===== src/rtl/dip_pkg.sv =====
// Shared types and constants for the dotted IPv4 text parser.
// Every other file of the block imports this package; it depends on nothing.
package dip_pkg;

  localparam int unsigned CharW  = 8;
  localparam int unsigned AddrW  = 32;
  localparam int unsigned PartW  = 8;
  localparam int unsigned CountW = 3;

  // Part phase codes.
  localparam logic [1:0] PH_START  = 2'd0;
  localparam logic [1:0] PH_ZERO   = 2'd1;
  localparam logic [1:0] PH_DIGITS = 2'd2;

  // Radix codes.
  localparam logic [1:0] RX_DEC = 2'd0;
  localparam logic [1:0] RX_OCT = 2'd1;
  localparam logic [1:0] RX_HEX = 2'd2;

  // Scan status codes.
  localparam logic [1:0] ST_RUN  = 2'd0;
  localparam logic [1:0] ST_STOP = 2'd1;
  localparam logic [1:0] ST_ERR  = 2'd2;

  localparam logic [CountW-1:0] MaxParts = 3'd4;

  // Character codes.
  localparam logic [CharW-1:0] ChNul   = 8'h00;
  localparam logic [CharW-1:0] ChZero  = 8'h30;
  localparam logic [CharW-1:0] ChNine  = 8'h39;
  localparam logic [CharW-1:0] ChLowA  = 8'h61;
  localparam logic [CharW-1:0] ChLowF  = 8'h66;
  localparam logic [CharW-1:0] ChUpA   = 8'h41;
  localparam logic [CharW-1:0] ChUpF   = 8'h46;
  localparam logic [CharW-1:0] ChLowX  = 8'h78;
  localparam logic [CharW-1:0] ChUpX   = 8'h58;
  localparam logic [CharW-1:0] ChDot   = 8'h2e;
  localparam logic [CharW-1:0] ChSpace = 8'h20;
  localparam logic [CharW-1:0] ChTab   = 8'h09;
  localparam logic [CharW-1:0] ChCr    = 8'h0d;

  typedef struct packed {
    logic [AddrW-1:0] address;
    logic             parse_error;
  } res_t;

endpackage


===== src/rtl/dotted_ipv4_text_parser.sv =====
// Dotted IPv4 text parser: one address string in, one byte per item.
// A terminating zero byte goes through the input register, then the result register.
// Throughput: one byte per cycle; only a terminator waits, while the result register is stalled.
// Reset (rst_ni low, asynchronous) empties both registers and returns the parser
// to the start of a new string.
// Depends on dip_pkg, dip_in_reg, dip_core and dip_out_reg.
module dotted_ipv4_text_parser import dip_pkg::*; (
  input  logic             clk_i,
  input  logic             rst_ni,
  input  logic             in_valid_i,
  output logic             in_stall_o,
  input  logic [CharW-1:0] char_in_i,
  output logic             out_valid_o,
  input  logic             out_stall_i,
  output logic [AddrW-1:0] address_o,
  output logic             parse_error_o
);

  logic             hold_valid;
  logic [CharW-1:0] hold_char;
  logic             out_free;
  logic             is_term;
  logic             advance;
  logic             res_load;
  res_t             result;

  // A byte that is not a terminator produces no item, so it always moves on.
  // A terminator moves on only when the result register can take its item.
  assign is_term  = (hold_char == ChNul);
  assign advance  = hold_valid && (!is_term || out_free);
  assign res_load = hold_valid && is_term && out_free;

  dip_in_reg u_in_reg (
    .clk_i        (clk_i),
    .rst_ni       (rst_ni),
    .in_valid_i   (in_valid_i),
    .char_in_i    (char_in_i),
    .advance_i    (advance),
    .in_stall_o   (in_stall_o),
    .hold_valid_o (hold_valid),
    .hold_char_o  (hold_char)
  );

  // The core updates its parser state on every byte that moves on and
  // clears it after a terminator.
  dip_core u_core (
    .clk_i    (clk_i),
    .rst_ni   (rst_ni),
    .step_i   (advance),
    .char_i   (hold_char),
    .result_o (result)
  );

  dip_out_reg u_out_reg (
    .clk_i         (clk_i),
    .rst_ni        (rst_ni),
    .load_i        (res_load),
    .result_i      (result),
    .out_stall_i   (out_stall_i),
    .free_o        (out_free),
    .out_valid_o   (out_valid_o),
    .address_o     (address_o),
    .parse_error_o (parse_error_o)
  );

`ifndef SYNTHESIS
  a_err_zero_addr: assert property (@(posedge clk_i) disable iff (!rst_ni)
    out_valid_o && parse_error_o |-> address_o == '0)
    else $error("error item carries a nonzero address");

  a_stall_needs_hold: assert property (@(posedge clk_i) disable iff (!rst_ni)
    in_stall_o |-> hold_valid && is_term)
    else $error("input stalled without a waiting terminator");

  a_no_extra_item: assert property (@(posedge clk_i) disable iff (!rst_ni)
    out_valid_o && !out_stall_i && !res_load |=> !out_valid_o)
    else $error("result item repeated");
`endif

endmodule


===== src/rtl/dip_in_reg.sv =====
// Input register of the dotted IPv4 text parser: holds one byte for the core.
// Depends on dip_pkg.
module dip_in_reg import dip_pkg::*; (
  input  logic             clk_i,
  input  logic             rst_ni,
  input  logic             in_valid_i,
  input  logic [CharW-1:0] char_in_i,
  input  logic             advance_i,
  output logic             in_stall_o,
  output logic             hold_valid_o,
  output logic [CharW-1:0] hold_char_o
);

  logic             valid_q, valid_d;
  logic [CharW-1:0] char_q;
  logic             load;

  assign in_stall_o = valid_q && !advance_i;
  assign load       = in_valid_i && !in_stall_o;
  assign valid_d    = load || (valid_q && !advance_i);

  always_ff @(posedge clk_i or negedge rst_ni) begin
    if (!rst_ni) begin
      valid_q <= 1'b0;
    end else begin
      valid_q <= valid_d;
    end
  end

  always_ff @(posedge clk_i) begin
    if (load) begin
      char_q <= char_in_i;
    end
  end

  assign hold_valid_o = valid_q;
  assign hold_char_o  = char_q;

endmodule


===== src/rtl/dip_core.sv =====
// Parser state and per-byte update of the dotted IPv4 text parser.
// Depends on dip_pkg.
module dip_core import dip_pkg::*; (
  input  logic             clk_i,
  input  logic             rst_ni,
  input  logic             step_i,
  input  logic [CharW-1:0] char_i,
  output res_t             result_o
);

  logic [1:0]        phase_q, phase_d;
  logic [1:0]        radix_q, radix_d;
  logic [AddrW-1:0]  value_q, value_d;
  logic [CountW-1:0] parts_q, parts_d;
  logic [PartW-1:0]  first_q, first_d;
  logic [PartW-1:0]  second_q, second_d;
  logic [PartW-1:0]  third_q, third_d;
  logic [1:0]        status_q, status_d;

  logic             is_dig, is_hex_lc, is_hex_uc, is_x, is_space;
  logic [3:0]       dval;
  logic [AddrW-1:0] scaled;
  logic             use_loop;

  assign is_dig    = (char_i >= ChZero) && (char_i <= ChNine);
  assign is_hex_lc = (radix_q == RX_HEX) && (char_i >= ChLowA) && (char_i <= ChLowF);
  assign is_hex_uc = (radix_q == RX_HEX) && (char_i >= ChUpA) && (char_i <= ChUpF);
  assign is_x      = (char_i == ChLowX) || (char_i == ChUpX);
  assign is_space  = (char_i == ChSpace) || ((char_i >= ChTab) && (char_i <= ChCr));

  always_comb begin
    dval = 4'd0;
    if (is_dig) begin
      dval = 4'(char_i - ChZero);
    end else if (is_hex_lc) begin
      dval = 4'(char_i - ChLowA + 8'd10);
    end else if (is_hex_uc) begin
      dval = 4'(char_i - ChUpA + 8'd10);
    end
  end

  // Constant-radix scaling is a shift or a shift-add; wraps at 32 bits.
  always_comb begin
    case (radix_q)
      RX_HEX:  scaled = value_q << 4;
      RX_OCT:  scaled = value_q << 3;
      default: scaled = (value_q << 3) + (value_q << 1);
    endcase
  end

  always_comb begin
    phase_d  = phase_q;
    radix_d  = radix_q;
    value_d  = value_q;
    parts_d  = parts_q;
    first_d  = first_q;
    second_d = second_q;
    third_d  = third_q;
    status_d = status_q;
    use_loop = 1'b0;

    if (char_i == ChNul) begin
      phase_d  = PH_START;
      radix_d  = RX_DEC;
      value_d  = '0;
      parts_d  = '0;
      first_d  = '0;
      second_d = '0;
      third_d  = '0;
      status_d = ST_RUN;
    end else if (status_q == ST_RUN) begin
      case (phase_q)
        PH_START: begin
          if (char_i == ChZero) begin
            radix_d = RX_OCT;
            phase_d = PH_ZERO;
          end else if (is_x) begin
            radix_d = RX_HEX;
            phase_d = PH_DIGITS;
          end else begin
            phase_d  = PH_DIGITS;
            use_loop = 1'b1;
          end
        end
        PH_ZERO: begin
          phase_d = PH_DIGITS;
          if (is_x) begin
            radix_d = RX_HEX;
          end else begin
            use_loop = 1'b1;
          end
        end
        default: begin
          use_loop = 1'b1;
        end
      endcase

      if (use_loop) begin
        if (is_dig || is_hex_lc || is_hex_uc) begin
          value_d = scaled + AddrW'(dval);
        end else if (char_i == ChDot) begin
          if (parts_q >= MaxParts) begin
            status_d = ST_ERR;
          end else begin
            case (parts_q)
              3'd0:    first_d  = value_q[PartW-1:0];
              3'd1:    second_d = value_q[PartW-1:0];
              3'd2:    third_d  = value_q[PartW-1:0];
              default: ;
            endcase
            parts_d = parts_q + 3'd1;
            value_d = '0;
            radix_d = RX_DEC;
            phase_d = PH_START;
          end
        end else if (is_space) begin
          status_d = ST_STOP;
        end else begin
          status_d = ST_ERR;
        end
      end
    end
  end

  always_ff @(posedge clk_i or negedge rst_ni) begin
    if (!rst_ni) begin
      phase_q  <= PH_START;
      radix_q  <= RX_DEC;
      value_q  <= '0;
      parts_q  <= '0;
      first_q  <= '0;
      second_q <= '0;
      third_q  <= '0;
      status_q <= ST_RUN;
    end else if (step_i) begin
      phase_q  <= phase_d;
      radix_q  <= radix_d;
      value_q  <= value_d;
      parts_q  <= parts_d;
      first_q  <= first_d;
      second_q <= second_d;
      third_q  <= third_d;
      status_q <= status_d;
    end
  end

  // Packing of the result from the current state, used on the terminator.
  always_comb begin
    result_o = '0;
    if ((status_q == ST_ERR) || (parts_q >= MaxParts)) begin
      result_o.parse_error = 1'b1;
    end else begin
      case (parts_q)
        3'd0:    result_o.address = value_q;
        3'd1:    result_o.address = {first_q, value_q[23:0]};
        3'd2:    result_o.address = {first_q, second_q, value_q[15:0]};
        default: result_o.address = {first_q, second_q, third_q, value_q[7:0]};
      endcase
    end
  end

`ifndef SYNTHESIS
  a_parts_bound: assert property (@(posedge clk_i) disable iff (!rst_ni)
    parts_q <= MaxParts)
    else $error("part count exceeds four");
`endif

endmodule


===== src/rtl/dip_out_reg.sv =====
// Result register of the dotted IPv4 text parser; parts the core from the
// downstream stall. Depends on dip_pkg.
module dip_out_reg import dip_pkg::*; (
  input  logic             clk_i,
  input  logic             rst_ni,
  input  logic             load_i,
  input  res_t             result_i,
  input  logic             out_stall_i,
  output logic             free_o,
  output logic             out_valid_o,
  output logic [AddrW-1:0] address_o,
  output logic             parse_error_o
);

  logic valid_q, valid_d;
  res_t res_q;

  assign free_o  = !valid_q || !out_stall_i;
  assign valid_d = load_i || (valid_q && out_stall_i);

  always_ff @(posedge clk_i or negedge rst_ni) begin
    if (!rst_ni) begin
      valid_q <= 1'b0;
    end else begin
      valid_q <= valid_d;
    end
  end

  always_ff @(posedge clk_i) begin
    if (load_i) begin
      res_q <= result_i;
    end
  end

  assign out_valid_o   = valid_q;
  assign address_o     = res_q.address;
  assign parse_error_o = res_q.parse_error;

endmodule

===== config.mk =====
export PLATFORM = sky130hd
export DESIGN_NAME = dotted_ipv4_text_parser
export DESIGN_NICKNAME = d
export VERILOG_FILES = /design/src/rtl/dip_pkg.sv /design/src/rtl/dotted_ipv4_text_parser.sv /design/src/rtl/dip_in_reg.sv /design/src/rtl/dip_core.sv /design/src/rtl/dip_out_reg.sv
export SDC_FILE = /design/constraint.sdc
export NUM_CORES = 1
export LEC_CHECK = 0
export BUFFER_PORTS_ARGS = -buffer_cell sky130_fd_sc_hd__buf_4
export CORE_ASPECT_RATIO = 0.7
export CORE_MARGIN = 3
export CORE_UTILIZATION = 37
export DETAILED_ROUTE_END_ITERATION = 16
export SLEW_MARGIN = 15
export SYNTH_ARGS = -nofsm -noshare
export SYNTH_HDL_FRONTEND = slang
export SYNTH_SLANG_ARGS = --single-unit

===== constraint.sdc =====
create_clock -name clk_i -period 6 [get_ports clk_i]
set_input_delay 0.6 -clock clk_i [delete_from_list [all_inputs] [get_ports clk_i]]
set_output_delay 0.6 -clock clk_i [all_outputs]
set_load 0.02 [all_outputs]

==> flow_summary_export.csv <==
group,metric,value,unit
power,max-vdd-ir-drop,0.000149,V
setup_path,cpPeakStageDelay,470,ps
place,dp_slack,1810,ps
place,gp_congestion,0.932,
grt,grt_start_max_net_pins,68,
sta,max_slew.worst_pin.slew,1150,ps
setup_path,rr_startpoint,"u_in_reg.hold_char_o[0]$_DFFE_PP_",
yosys,synth_top_family_by_area,"compound AO/OA/AOI/OAI gates",
sta,setup_slack,1740,ps
cts,cts.sinks,108,
cells_and_area,fillers,1973,
min_path,hp-class,"in2async",
setup_path,timing.rr.end,"u_core.value_q[30]$_DFFE_PN0P_",
power,clkPwrFrac,38.9,%
cts,path_clk_slew,80,ps
setup_path,crit_type,"reg2reg",
yosys,ys_async_sr_fraction,62.0,%
power,leakagePower,3.54,nW
yosys,yosys.area_share.simple,21.7,%
setup_path,critPathSlowestCell,"nor3b_4",
yosys,yosys_most_used_dff,"dfrtp_1",
detailed_routing,ant_nets,0,
setup_path,cp-start-kind,"flip-flop",
power,p_seq_share,48.9,%
place,post-dp-hpwl,16.5,mm
floorplanning,initial_utilization,38.6,%
cts,clockBufferDepth,2,
yosys,post-synth-top-area-fraction,21.4,%
detailed_routing,drc,0,
setup_path,arrival,4480,ps
grt,gr-total-overflow,0,
yosys,synth-compound-area-share,22.9,%
sta,finalClockSkew,14.7,ps
setup_path,cp_cell_sequence,"inv_1 > ha_1 > nand2b_1 > o2111ai_1 > nor2_1 > o21ai_0 > o21a_1 > inv_1 > ha_1 > a21o_1 > a21oi_1 > nor2_1 > nand2_1 > nor4_1 > nor3b_4 > and4_4 > nand3_2 > o211ai_1 > o311ai_1",
yosys,synth.cell_area,7830,um2
run,maxCapViolCount,0,
place,dp_cells,1145,
yosys,synth-xor-area-share,3.13,%
yosys,synth_edf_count,41,
yosys,synth.top_cells.by_area,"dfrtp_1, edfxtp_1, ha_1, nand2_1, nor2_1",
floorplanning,die-height,128,um
sta,hold_viol_final,0,
sta,rsz0062_at_grt,"no",
floorplanning,core,20300,um2
detailed_routing,vias,6781,
floorplanning,fp-row-count,43,
yosys,synthCells,859,
yosys,yosys_register_bits,108,
grt,track_usage,19.1,%
setup_path,r2r_cells,19,
yosys,seq_area_frac_synth,37.2,%
setup_path,reg2reg_slack,1740,ps
power,internal_power,1.18,mW
power,p_comb_share,12.2,%
yosys,synthDistinctLibCells,90,
grt,grt_antenna_before_repair,0,
setup_path,endpoint,"u_core.value_q[30]$_DFFE_PN0P_",
yosys,syn-num-nets,914,
yosys,synthAdderAreaFrac,7.07,%
power,swShare,28.3,%
sta,finalCritPeriodShare,71.1,%
floorplanning,die_w,180,um
cts,cts_hold_buf,0,
cts,cts_root_buf,"clkbuf_16",
yosys,synth.largest_area_cell,"dfrtp_1",
cells_and_area,multiInputGateArea,4710,um2
detailed_routing,drt_iter0_drc,634,
setup_path,endpoint_kind,"flip-flop",
place,io_buffers,46,
cells_and_area,seq_area,2910,um2
sta,final.setup.tns,0,ps
yosys,avgSynthCellArea,9.11,um2
grt,grt_pass1_vias,6312,
sta,finalMaxSlewViolations,0,
setup_path,startpoint,"u_in_reg.hold_char_o[0]$_DFFE_PP_",
cts,cts_tree,"done",
detailed_routing,totalWireLength,22.0,mm
cells_and_area,num-nets-final,941,
cells_and_area,areaGrowthSynthToFinish,11.8,%
power,power.total,1.65,mW
yosys,yosys_warnings,0,
cells_and_area,drive_gt1_share,14.8,%
cts,clock_latency,340,ps
cells_and_area,antenna_cells,0,
yosys,muxShareOfSynthArea,5.26,%
power,power_density,188,nW/um2
setup_path,cp.required,6220,ps
sta,timing.fmax,0.235,GHz
cts,cts.htree.levels,3,
cts,cts_setup_buffers,0,
cts,cts_resized,0,
setup_path,crit_fanout,7,
sta,max_slew_margin,23.3,%
cts,cts_made_buffers,9,
detailed_routing,wl_per_cell,18.9,um
floorplanning,io_pins,47,
grt,grt_pass1_wl,35.8,mm
sta,layout_min_cycle_time,4260,ps
status,outcome,"finished clean",
power,p_switching,0.466,mW
floorplanning,die_area,23000,um2
detailed_routing,vias_per_cell,5.84,
cells_and_area,finalNonFillerCells,1161,
sta,finalSetupViolations,0,
detailed_routing,drt_pass1_iterations,5,
[cells by family (layout without fill, tap and decap cells)]
group                      after synthesis  after routing
adders and majority gates               43             43
buffers and inverters                   54             86
AOI/OAI and AO/OA                      261            261
xor gates and xnor gates                28             28
and+or+nand+nor                        327            327
muxes                                   38             38
DFF                                    108            108
[metal layers]
layer	up-vias	share of wire, %	global-route usage [%]
li1	3303	-	-
met1	3263	53	30.9
met2	201	40	26.6
met3	14	6.4	3.32
met4	0	0.92	3.14
met5	-	0	0
[critical path, delay by kind of cell (launching register included)]
family	cells	cell delay (ps)
buf+inv	2	210
simple gates	8	1890
fa+ha+maj	2	500
flops	1	440
compound gates	7	1080
[synthesized netlist by cell type (all sizes together), types with 3 or more instances]
master and instances:
nand3 24, nand3b 3, nand2 92, a221o 3, o211ai 7, ha 41, a31oi 7, xnor2 17
or3 11, nand4 12, dfrtp 67, nand2b 9, o31ai 7, xor2 11, mux2i 13, or2 6
buf 12, a21o 19, nor4b 6, nor4 8, o21ai 59, nor2b 4, a22oi 24, inv 16
a22o 7, nand4b 3, and3 6, edfxtp 41, or4 4, a211oi 8, nor2 88, o21a 9
o311ai 4, nor3 19, mux2 25, nor3b 5, clkbuf 24, a221oi 14, and2 22, a21oi 59
[registers in the layout, summed over array words and instances (netlist names)]
| signal | count |
|---|---|
| u_in_reg.hold_valid_o | 1 |
| u_out_reg.out_valid_o | 1 |
| u_core.first_q | 8 |
| u_in_reg.hold_char_o | 8 |
| u_core.parts_q | 3 |
| u_out_reg.parse_error_o | 1 |
| u_out_reg.address_o | 32 |
| u_core.phase_q | 2 |
| u_core.value_q | 32 |
| u_core.radix_q | 2 |
| u_core.second_q | 8 |
| u_core.third_q | 8 |
| u_core.status_q | 2 |
[power groups by stage]
| stage | logic, mW | registers, mW | clock network, mW |
|---|---|---|---|
| after floorplan | 0.141 | 0.811 | 0 |
| after global placement | 0.199 | 0.819 | 0 |
| after detailed placement | 0.198 | 0.820 | 0 |
| after CTS | 0.200 | 0.805 | 0.649 |
| after global routing | 0.224 | 0.808 | 0.682 |
| final | 0.201 | 0.806 | 0.641 |
[cell usage in the layout, fill, tap and decap left out, types with 19 or more instances in the layout]
cell type and instances:
ha_1 40, dfrtp_1 67, a21o_1 19, nor2_1 88, buf_4 52, nand2_1 92
o21ai_0 48, edfxtp_1 41, mux2_2 25, and2_1 21, nand3_1 21, a22oi_1 24
a21oi_1 55
[through the flow]
step / hold slack [ps] / instance area, um2 / util, %
finish: 374 / 8750 / 43.1
global route: 413 / 8750 / 43.1
CTS: 403 / 8750 / 43.1
detailed placement: 495 / 8420 / 41.5
global placement: 488 / 8420 / 41.5
floorplan: 304 / 7830 / -
[worst min-delay path by stage]
stage / slack (ps) / start / to / cells after the start
2_1_floorplan: 300 / rst_ni / u_core.first_q[0]$_DFFE_PN0P_ / 0
3_3_place_gp: 490 / u_core.third_q[1]$_DFFE_PN0P_ / u_core.third_q[1]$_DFFE_PN0P_ / 1
3_5_place_dp: 490 / u_core.third_q[1]$_DFFE_PN0P_ / u_core.third_q[1]$_DFFE_PN0P_ / 1
4_1_cts: 400 / rst_ni / u_core.first_q[4]$_DFFE_PN0P_ / 1
5_1_grt: 410 / char_in_i[1] / u_in_reg.hold_char_o[1]$_DFFE_PP_ / 1
6_report: 370 / rst_ni / u_core.first_q[3]$_DFFE_PN0P_ / 1
[layout make-up]
class                           instances  share of cell area, %
Clock inverter                          7                   1.17
Sequential cell                       108                   33.2
Clock buffer                            9                   2.58
Multi-Input combinational cell        697                   53.9
Timing Repair Buffer                   52                   4.46
Tap cell                              270                   3.86
Inverter                               18                  0.773
Note: power is estimated with default switching activity, not from simulation.
